--- src/hdl/a2i_pkg.sv ---
// Package: shared types and constants of the ASCII to integer parser.
`default_nettype none
package a2i_pkg;

    localparam int A2I_MAX_LEN     = 256;
    localparam int A2I_QUEUE_DEPTH = 4;

    localparam logic [5:0] BASE_RESET = 6'd10;
    localparam logic [5:0] BASE_MAX   = 6'd36;
    localparam logic [5:0] BASE_OCT   = 6'd8;
    localparam logic [5:0] BASE_DEC   = 6'd10;
    localparam logic [5:0] BASE_HEX   = 6'd16;
    localparam logic [5:0] BASE_AUTO  = 6'd2;

    localparam logic [7:0] CH_0     = 8'h30;
    localparam logic [7:0] CH_9     = 8'h39;
    localparam logic [7:0] CH_UA    = 8'h41;
    localparam logic [7:0] CH_UZ    = 8'h5A;
    localparam logic [7:0] CH_LA    = 8'h61;
    localparam logic [7:0] CH_LZ    = 8'h7A;
    localparam logic [7:0] CH_LX    = 8'h78;
    localparam logic [7:0] CH_UX    = 8'h58;
    localparam logic [7:0] CH_MINUS = 8'h2D;
    localparam logic [7:0] CH_PLUS  = 8'h2B;
    localparam logic [7:0] CH_SPACE = 8'h20;
    localparam logic [5:0] LETTER_OFS = 6'hA;

    typedef struct packed {
        logic [7:0] char_code;
        logic       last_char;
    } t_in_item;

    typedef struct packed {
        logic signed [31:0] parsed_value;
        logic [7:0]         stop_position;
        logic               digits_seen;
        logic               wrapped;
    } t_out_item;

    // Classified character as queued between front and back.
    typedef struct packed {
        logic [5:0] dval;
        logic       dok;
        logic       is_space;
        logic       is_minus;
        logic       is_plus;
        logic       is_zero;
        logic       is_x;
        logic       last;
    } t_cls;

    typedef enum logic [5:0] {
        PH_SKIP   = 6'b000001,
        PH_FIRST  = 6'b000010,
        PH_ZERO   = 6'b000100,
        PH_DIGITS = 6'b001000,
        PH_XSEEN  = 6'b010000,
        PH_DONE   = 6'b100000
    } t_phase;

endpackage
`default_nettype wire

--- src/hdl/a2i_front.sv ---
// Front end: takes input transfers and classifies each character.
`default_nettype none
module a2i_front (
    input  wire              i_in_valid,
    input  a2i_pkg::t_in_item i_in_data,
    input  wire              i_q_full,
    output logic             o_in_stall,
    output logic             o_push,
    output a2i_pkg::t_cls    o_cls
);
    import a2i_pkg::*;

    logic [7:0] c;

    assign c          = i_in_data.char_code;
    assign o_in_stall = i_q_full;
    assign o_push     = i_in_valid && !i_q_full;

    always_comb begin
        o_cls          = '0;
        o_cls.is_space = (c == CH_SPACE);
        o_cls.is_minus = (c == CH_MINUS);
        o_cls.is_plus  = (c == CH_PLUS);
        o_cls.is_zero  = (c == CH_0);
        o_cls.is_x     = (c == CH_LX) || (c == CH_UX);
        o_cls.last     = i_in_data.last_char;
        if (c >= CH_0 && c <= CH_9) begin
            o_cls.dok  = 1'b1;
            o_cls.dval = 6'(c - CH_0);
        end else if (c >= CH_UA && c <= CH_UZ) begin
            o_cls.dok  = 1'b1;
            o_cls.dval = 6'(c - CH_UA) + LETTER_OFS;
        end else if (c >= CH_LA && c <= CH_LZ) begin
            o_cls.dok  = 1'b1;
            o_cls.dval = 6'(c - CH_LA) + LETTER_OFS;
        end
    end

endmodule
`default_nettype wire

--- src/hdl/a2i_queue.sv ---
// Small FIFO of classified characters between front and back.
`default_nettype none
module a2i_queue #(
    parameter int DEPTH = a2i_pkg::A2I_QUEUE_DEPTH
) (
    input  wire           i_clk,
    input  wire           i_rst_n,
    input  wire           i_push,
    input  a2i_pkg::t_cls i_data,
    input  wire           i_pop,
    output logic          o_full,
    output logic          o_valid,
    output a2i_pkg::t_cls o_data
);
    import a2i_pkg::*;

    localparam int AW = (DEPTH > 1) ? $clog2(DEPTH) : 1;
    localparam int CW = $clog2(DEPTH + 1);

    t_cls          r_mem [DEPTH];
    logic [AW-1:0] r_wp, n_wp;
    logic [AW-1:0] r_rp, n_rp;
    logic [CW-1:0] r_cnt, n_cnt;

    assign o_full  = (r_cnt == CW'(DEPTH));
    assign o_valid = (r_cnt != '0);
    assign o_data  = r_mem[r_rp];

    always_comb begin
        n_wp  = r_wp;
        n_rp  = r_rp;
        n_cnt = r_cnt;
        if (i_push) begin
            n_wp = (r_wp == AW'(DEPTH - 1)) ? '0 : r_wp + 1'b1;
        end
        if (i_pop) begin
            n_rp = (r_rp == AW'(DEPTH - 1)) ? '0 : r_rp + 1'b1;
        end
        if (i_push && !i_pop) begin
            n_cnt = r_cnt + 1'b1;
        end else if (!i_push && i_pop) begin
            n_cnt = r_cnt - 1'b1;
        end
    end

    always_ff @(posedge i_clk) begin
        if (!i_rst_n) begin
            r_wp  <= '0;
            r_rp  <= '0;
            r_cnt <= '0;
        end else begin
            r_wp  <= n_wp;
            r_rp  <= n_rp;
            r_cnt <= n_cnt;
        end
    end

    always_ff @(posedge i_clk) begin
        if (i_push) begin
            r_mem[r_wp] <= i_data;
        end
    end

endmodule
`default_nettype wire

--- src/hdl/a2i_back.sv ---
// Back end: parse state machine, multiply-add accumulator and result register.
`default_nettype none
module a2i_back #(
    parameter int MAX_LEN = a2i_pkg::A2I_MAX_LEN
) (
    input  wire               i_clk,
    input  wire               i_rst_n,
    input  wire               i_cfg_we,
    input  wire [5:0]         i_cfg_data,
    input  wire               i_q_valid,
    input  a2i_pkg::t_cls     i_q_data,
    output logic              o_pop,
    output logic              o_out_valid,
    input  wire               i_out_stall,
    output a2i_pkg::t_out_item o_out_data
);
    import a2i_pkg::*;

    localparam int IW = (MAX_LEN > 2) ? $clog2(MAX_LEN) : 1;
    localparam int SW = IW + 1;

    logic [5:0]    r_base;
    t_phase        r_phase, n_phase;
    logic          r_neg, n_neg;
    logic [31:0]   r_acc, n_acc;
    logic [5:0]    r_ab, n_ab;
    logic [IW-1:0] r_idx, n_idx;
    logic          r_ov, n_ov;
    logic          r_any, n_any;
    logic          r_out_valid;
    t_out_item     r_out;

    logic          last, done, take, emit, autob;
    logic [5:0]    b_eff;
    logic [38:0]   prod;
    logic [SW-1:0] stop;
    logic [31:0]   mag;
    t_out_item     res;

    assign o_pop       = i_q_valid && (!r_out_valid || !i_out_stall);
    assign o_out_valid = r_out_valid;
    assign o_out_data  = r_out;

    always_comb begin
        b_eff   = (r_base > BASE_MAX) ? BASE_MAX : r_base;
        autob   = (b_eff < BASE_AUTO);
        last    = i_q_data.last || (r_idx == IW'(MAX_LEN - 1));
        done    = 1'b0;
        take    = 1'b0;
        emit    = 1'b0;
        stop    = '0;
        n_phase = r_phase;
        n_neg   = r_neg;
        n_acc   = r_acc;
        n_ab    = r_ab;
        n_ov    = r_ov;
        n_any   = r_any;
        prod    = '0;
        mag     = '0;
        res     = '0;
        n_idx   = r_idx;

        if (r_phase != PH_DONE) begin
            if (n_phase == PH_SKIP) begin
                if (i_q_data.is_space) begin
                    done = 1'b1;
                end else if (i_q_data.is_minus || i_q_data.is_plus) begin
                    n_neg   = i_q_data.is_minus;
                    n_phase = PH_FIRST;
                    done    = 1'b1;
                end else begin
                    n_phase = PH_FIRST;
                end
            end
            if (!done && n_phase == PH_FIRST) begin
                if (i_q_data.is_zero && (autob || b_eff == BASE_HEX)) begin
                    n_ab    = autob ? BASE_OCT : BASE_HEX;
                    n_acc   = '0;
                    n_any   = 1'b1;
                    n_phase = PH_ZERO;
                    done    = 1'b1;
                end else begin
                    n_ab    = autob ? BASE_DEC : b_eff;
                    n_phase = PH_DIGITS;
                end
            end
            if (!done && n_phase == PH_ZERO) begin
                if (i_q_data.is_x) begin
                    n_ab    = BASE_HEX;
                    n_phase = PH_XSEEN;
                    done    = 1'b1;
                end else begin
                    n_phase = PH_DIGITS;
                end
            end
            if (!done && n_phase == PH_XSEEN) begin
                if (i_q_data.dok && i_q_data.dval < BASE_HEX) begin
                    take    = 1'b1;
                    n_phase = PH_DIGITS;
                end else begin
                    emit = 1'b1;
                    stop = SW'(r_idx) - 1'b1;
                end
                done = 1'b1;
            end
            if (!done && n_phase == PH_DIGITS) begin
                if (i_q_data.dok && i_q_data.dval < n_ab) begin
                    take = 1'b1;
                end else begin
                    emit = 1'b1;
                    stop = SW'(r_idx);
                end
            end
            // single shared multiply-add for the accepted digit
            if (take) begin
                prod  = 39'(r_acc) * 39'(n_ab) + 39'(i_q_data.dval);
                n_ov  = n_ov || (prod[38:32] != '0);
                n_acc = prod[31:0];
                n_any = 1'b1;
            end
            if (last && !emit) begin
                emit = 1'b1;
                stop = (n_phase == PH_XSEEN) ? SW'(r_idx) : SW'(r_idx) + 1'b1;
            end
        end

        mag = n_neg ? (32'd0 - n_acc) : n_acc;
        if (!n_any) begin
            stop = '0;
        end
        res.parsed_value  = mag;
        res.stop_position = (stop > SW'(255)) ? 8'hFF : 8'(stop);
        res.digits_seen   = n_any;
        res.wrapped       = n_ov;

        if (last) begin
            n_phase = PH_SKIP;
            n_neg   = 1'b0;
            n_acc   = '0;
            n_ab    = '0;
            n_idx   = '0;
            n_ov    = 1'b0;
            n_any   = 1'b0;
        end else begin
            if (emit) begin
                n_phase = PH_DONE;
            end
            n_idx = r_idx + 1'b1;
        end
    end

    always_ff @(posedge i_clk) begin
        if (!i_rst_n) begin
            r_base      <= BASE_RESET;
            r_phase     <= PH_SKIP;
            r_neg       <= 1'b0;
            r_acc       <= '0;
            r_ab        <= '0;
            r_idx       <= '0;
            r_ov        <= 1'b0;
            r_any       <= 1'b0;
            r_out_valid <= 1'b0;
        end else begin
            if (i_cfg_we) begin
                r_base <= i_cfg_data;
            end
            if (o_pop) begin
                r_phase <= n_phase;
                r_neg   <= n_neg;
                r_acc   <= n_acc;
                r_ab    <= n_ab;
                r_idx   <= n_idx;
                r_ov    <= n_ov;
                r_any   <= n_any;
            end
            if (o_pop && emit) begin
                r_out_valid <= 1'b1;
            end else if (!i_out_stall) begin
                r_out_valid <= 1'b0;
            end
        end
    end

    always_ff @(posedge i_clk) begin
        if (o_pop && emit) begin
            r_out <= res;
        end
    end

endmodule
`default_nettype wire

--- src/hdl/ascii_to_integer_parser.sv ---
// Top level: strtol-style ASCII string to 32-bit integer converter.
//
// Usage:
//  - Input channel (i_in_valid / o_in_stall / i_in_data): one character per
//    transfer, last_char set on the final character of each string.
//  - Output channel (o_out_valid / i_out_stall / o_out_data): exactly one
//    result per string: value, stop position, digits seen, wrap flag.
//  - Config: i_cfg_we writes the 6-bit radix from i_cfg_data; 0 or 1 selects
//    auto (0x -> hex, leading 0 -> octal, else decimal). Write only when idle.
//  - Throughput: one character per cycle while the output is not stalled. The
//    per-character multiply-add (32 x 6 bits) in the back end is combinational.
//  - Result path: the character that ends the number is written into the queue,
//    then taken by the back end, which writes the result into the output
//    register.
//  - Receiver stall: the result holds in the output register; the back end
//    stops, the queue fills (QUEUE_DEPTH entries) and then o_in_stall rises.
//    The front keeps taking characters while a result waits.
//  - Reset (synchronous, active low): queue emptied, parse state cleared,
//    radix returns to 10, no result pending.
`default_nettype none
module ascii_to_integer_parser #(
    parameter int MAX_LEN     = a2i_pkg::A2I_MAX_LEN,
    parameter int QUEUE_DEPTH = a2i_pkg::A2I_QUEUE_DEPTH
) (
    input  wire                i_clk,
    input  wire                i_rst_n,
    input  wire                i_cfg_we,
    input  wire [5:0]          i_cfg_data,
    input  wire                i_in_valid,
    output logic               o_in_stall,
    input  a2i_pkg::t_in_item  i_in_data,
    output logic               o_out_valid,
    input  wire                i_out_stall,
    output a2i_pkg::t_out_item o_out_data
);
    import a2i_pkg::*;

    logic q_full;
    logic q_push;
    logic q_pop;
    logic q_valid;
    t_cls cls_in;
    t_cls cls_out;

    // front: classify characters and push them into the queue
    a2i_front u_front (
        .i_in_valid (i_in_valid),
        .i_in_data  (i_in_data),
        .i_q_full   (q_full),
        .o_in_stall (o_in_stall),
        .o_push     (q_push),
        .o_cls      (cls_in)
    );

    // queue decouples front stall from back stall
    a2i_queue #(
        .DEPTH (QUEUE_DEPTH)
    ) u_queue (
        .i_clk   (i_clk),
        .i_rst_n (i_rst_n),
        .i_push  (q_push),
        .i_data  (cls_in),
        .i_pop   (q_pop),
        .o_full  (q_full),
        .o_valid (q_valid),
        .o_data  (cls_out)
    );

    // back: parse state, accumulation and the result register
    a2i_back #(
        .MAX_LEN (MAX_LEN)
    ) u_back (
        .i_clk       (i_clk),
        .i_rst_n     (i_rst_n),
        .i_cfg_we    (i_cfg_we),
        .i_cfg_data  (i_cfg_data),
        .i_q_valid   (q_valid),
        .i_q_data    (cls_out),
        .o_pop       (q_pop),
        .o_out_valid (o_out_valid),
        .i_out_stall (i_out_stall),
        .o_out_data  (o_out_data)
    );

endmodule
`default_nettype wire

--- config.mk ---
export PLATFORM = sky130hd
export DESIGN_NAME = ascii_to_integer_parser
export DESIGN_NICKNAME = d
export VERILOG_FILES = /design/src/hdl/a2i_pkg.sv /design/src/hdl/a2i_front.sv /design/src/hdl/a2i_queue.sv /design/src/hdl/a2i_back.sv /design/src/hdl/ascii_to_integer_parser.sv
export SDC_FILE = /design/constraint.sdc
export NUM_CORES = 1
export LEC_CHECK = 0
export ABC_AREA = 1
export BUFFER_PORTS_ARGS = -buffer_cell sky130_fd_sc_hd__clkbuf_2
export CORE_MARGIN = 2
export CORE_UTILIZATION = 50
export DETAILED_ROUTE_END_ITERATION = 16
export PLACE_DENSITY = 0.67
export SLEW_MARGIN = 20
export SYNTH_ARGS = -nofsm -noshare
export SYNTH_HDL_FRONTEND = slang
export SYNTH_SLANG_ARGS = --single-unit
export TNS_END_PERCENT = 1
--- constraint.sdc ---
create_clock -name i_clk -period 8.3 [get_ports i_clk]
set_input_delay 1.66 -clock i_clk [delete_from_list [all_inputs] [get_ports i_clk]]
set_output_delay 1.66 -clock i_clk [all_outputs]
set_load 0.01 [all_outputs]
==> metrics.cfg <==
[outcome]
outcome=completed

[power_and_ir_drop]
vdd_drop_max_uv=147
power_w=0.00399
power_density_nw_per_um2=241
cellLeakagePower_nw=8.09

[setup_path]
rrSetupSlack_ps=580
crit_top_cell=nand2_1
cp.required_ps=8480
critPathLaunchType=register
crit_family=simple AND/OR/NAND/NOR gates
crit-reg2reg-capture=u_back.o_out_data[41]
critPathKind=register to register
crit_path_top_delay_cell=fa_1
worst-path-buf-inv=7
critPathMaxFanout=26
r2r_cells=41
cpPeakStageDelay_ps=560
cp.arrival_ps=7900
crit_path_end_kind=register

[detailed_routing]
routedWlPerCell_um=16.4
drt_iter0_markers=1097
viasPerCell=5.48
highest_layer=met4
vias=13200
ant_nets=0
wl_met3_mm=2.96
drt-pass1-iter-count=5
drc_errors=0
wl_met2_mm=17.6
finalWirelength_mm=39.4
route.layer.met1.wl_mm=18.1

[synth]
synthCells=1949
synthTopCellsByCount=408 x nand2_1, 312 x nor2_1, 236 x inv_1, 134 x a21oi_1, 125 x fa_1
synth_top_flop_cell=edfxtp_1
syn-num-nets=2203
async_flop_share_pct=0
ys_ff_latch=165
synth_area_leaders=edfxtp_1 18%, fa_1 16%, nand2_1 10%
yosysSeqAreaShare_pct=27.8
yosysMostFrequentCell=nand2_1
yosysUniqueCellTypes=62
yosysWarnings=0
synth-edff-count=94
avgSynthCellArea_um2=7.84
synth.largest_area_cell=edfxtp_1
syn_area_um2=15300
synth_top_area_share_pct=18.5

[sta]
holdWs_ps=463
finalCriticalPeriod_ps=7720
max_freq_mhz=130
slew_headroom_pct=27.3
timing.final.crit_share_pct=93.0
timing.setup.tns_ps=0
drv_slew=0
hold_viol_final=0
tightest_slew_ps=1090
setup_viol=0
rsz0062_at_grt=false
finClkSkew_ps=18.9

[placement]
hpwl_mm=30.8
port_buffers=63
dp_cells=2370
gp_congestion=0.925

[cells_and_area]
final_core_util_pct=54.7
nets=2247
fill_cells=2814
syn_to_final_growth_pct=8.53
drive_above_1_share_pct=9.22
antenna-diode-count=0
final_cell_count_no_fill=2402

[floorplan]
core-area_um2=30300
ios=64
die_h_um=179
die_w_um=179
rows=64
dieArea_um2=32000
initial_core_util_pct=50.4

[clocking]
cts_tree=built
cts_setup_buffers=0
cts-buffers-inserted=17
postCtsHoldBufs=0
clk_latency_ps=450
cts-htree-levels=4
clk_pin_slew_ps=70
cts_root_buf=clkbuf_16
clk_path_buf_depth=2
cts.sinks=165

[global_route]
antenna_found_initial=0
overflow=0
grt_pass1_wl_mm=64.6
grt_max_degree=54
gr-usage-all-layers_pct=25.6
grt_pass1_vias=12700

[job]
maxCapViolations=0

[worst_hold_path]
hold_depth=2
hold_path_class=register to register
hp-start=u_back.r_ab[4]
min_to=u_back.r_ab[4]

-- logic make-up (layout without fill, tap and decap cells) --
| kind of cell | after synthesis | count (layout) | synth area share [%] |
|---|---|---|---|
| xor gates and xnor gates | 60 | 60 | 3.44 |
| DFF | 165 | 165 | 27.8 |
| muxes | 2 | 2 | 0.131 |
| buffers and inverters | 313 | 370 | 8.16 |
| adders and majority gates | 234 | 234 | 25.3 |
| AOI/OAI and AO/OA | 282 | 282 | 10.6 |
| and+or+nand+nor | 893 | 893 | 24.6 |
-- repair_timing --
| item | 4_1_cts | 5_1_grt |
|---|---|---|
| gates resized for setup | 0 | 9 |
| endpoints found under the hold margin | 0 | 0 |
| setup endpoints to repair | 0 | 20 |
-- tightest hold or removal path, delay by kind of cell, from the launching register on --
kind | cells | cell delay [ps]
AOI/OAI and AO/OA | 1 | 50
DFF | 1 | 310
and+or+nand+nor | 1 | 60
-- per-stage QoR --
step / cell area (µm²) / worst slack (ps)
5_1_grt: 16600 / 17.0
2_1_floorplan: 15300 / 1300
4_1_cts: 16600 / 112
6_report: 16600 / 584
3_5_place_dp: 16000 / 213
3_3_place_gp: 16000 / 287
-- worst max-delay path by stage --
stage / startpoint / end / slack, ps / cells after the start
2_1_floorplan: u_back.r_phase[4] / u_back.o_out_data[40] / 1300 / 47
3_3_place_gp: register / u_back.o_out_data[41] / 290 / 43
3_5_place_dp: register / u_back.o_out_data[41] / 210 / 42
4_1_cts: register / u_back.o_out_data[41] / 110 / 42
5_1_grt: register / u_back.o_out_data[41] / 20 / 43
6_report: register / u_back.o_out_data[41] / 580 / 41
-- metal layers --
layer | global-route usage [%] | vias to the layer above
met5 | 0 | -
met4 | 7.76 | 0
met3 | 4.22 | 60
met2 | 39.8 | 465
met1 | 36.4 | 6269
li1 | - | 6380
-- area by class of cell --
| class | instances | area (µm²) | share of cell area, % |
|---|---|---|---|
| Multi-Input combinational cell | 1471 | 9830 | 59.3 |
| Sequential cell | 165 | 4250 | 25.6 |
| Inverter | 253 | 962 | 5.80 |
| Tap cell | 396 | 495 | 2.99 |
| Timing Repair Buffer | 85 | 493 | 2.97 |
| Clock buffer | 17 | 425 | 2.56 |
| Clock inverter | 15 | 135 | 0.815 |
-- sequential cells by signal (all words and copies together) (netlist names), named ones only --
name and cells:
u_queue.r_mem 52, u_back.o_out_data 42, u_back.r_ab 6, u_back.o_out_valid 1
u_back.r_neg 1, u_back.r_base 6, u_queue.r_cnt 3, u_back.r_idx 8
u_back.r_acc 32, u_queue.r_wp 2, u_queue.r_rp 2, u_back.r_any 1
u_back.r_ov 1, u_back.r_phase 6
-- power breakdown --
| group | leakage [nW] | internal, W | switching (W) | total [W] |
|---|---|---|---|---|
| Sequential | 1.48 | 0.00108 | 0.0000809 | 0.00116 |
| Clock | 0.279 | 0.000397 | 0.000380 | 0.000777 |
| Combinational | 6.33 | 0.000565 | 0.00149 | 0.00205 |
| Total | 8.09 | 0.00204 | 0.00195 | 0.00399 |
-- cells in the final DEF (no fill, tap or decap), drive strengths merged, types with 16 or more instances in the layout --
master,instances
nand2,419
nor2,327
inv,262
a21oi,137
fa,125
ha,109
edfxtp,94
nand3,88
o21ai,83
clkbuf,80
dfxtp,71
xor2,46
nor3,29
buf,22
nand4,16
No activity file was read; power rests on OpenSTA's default activity.
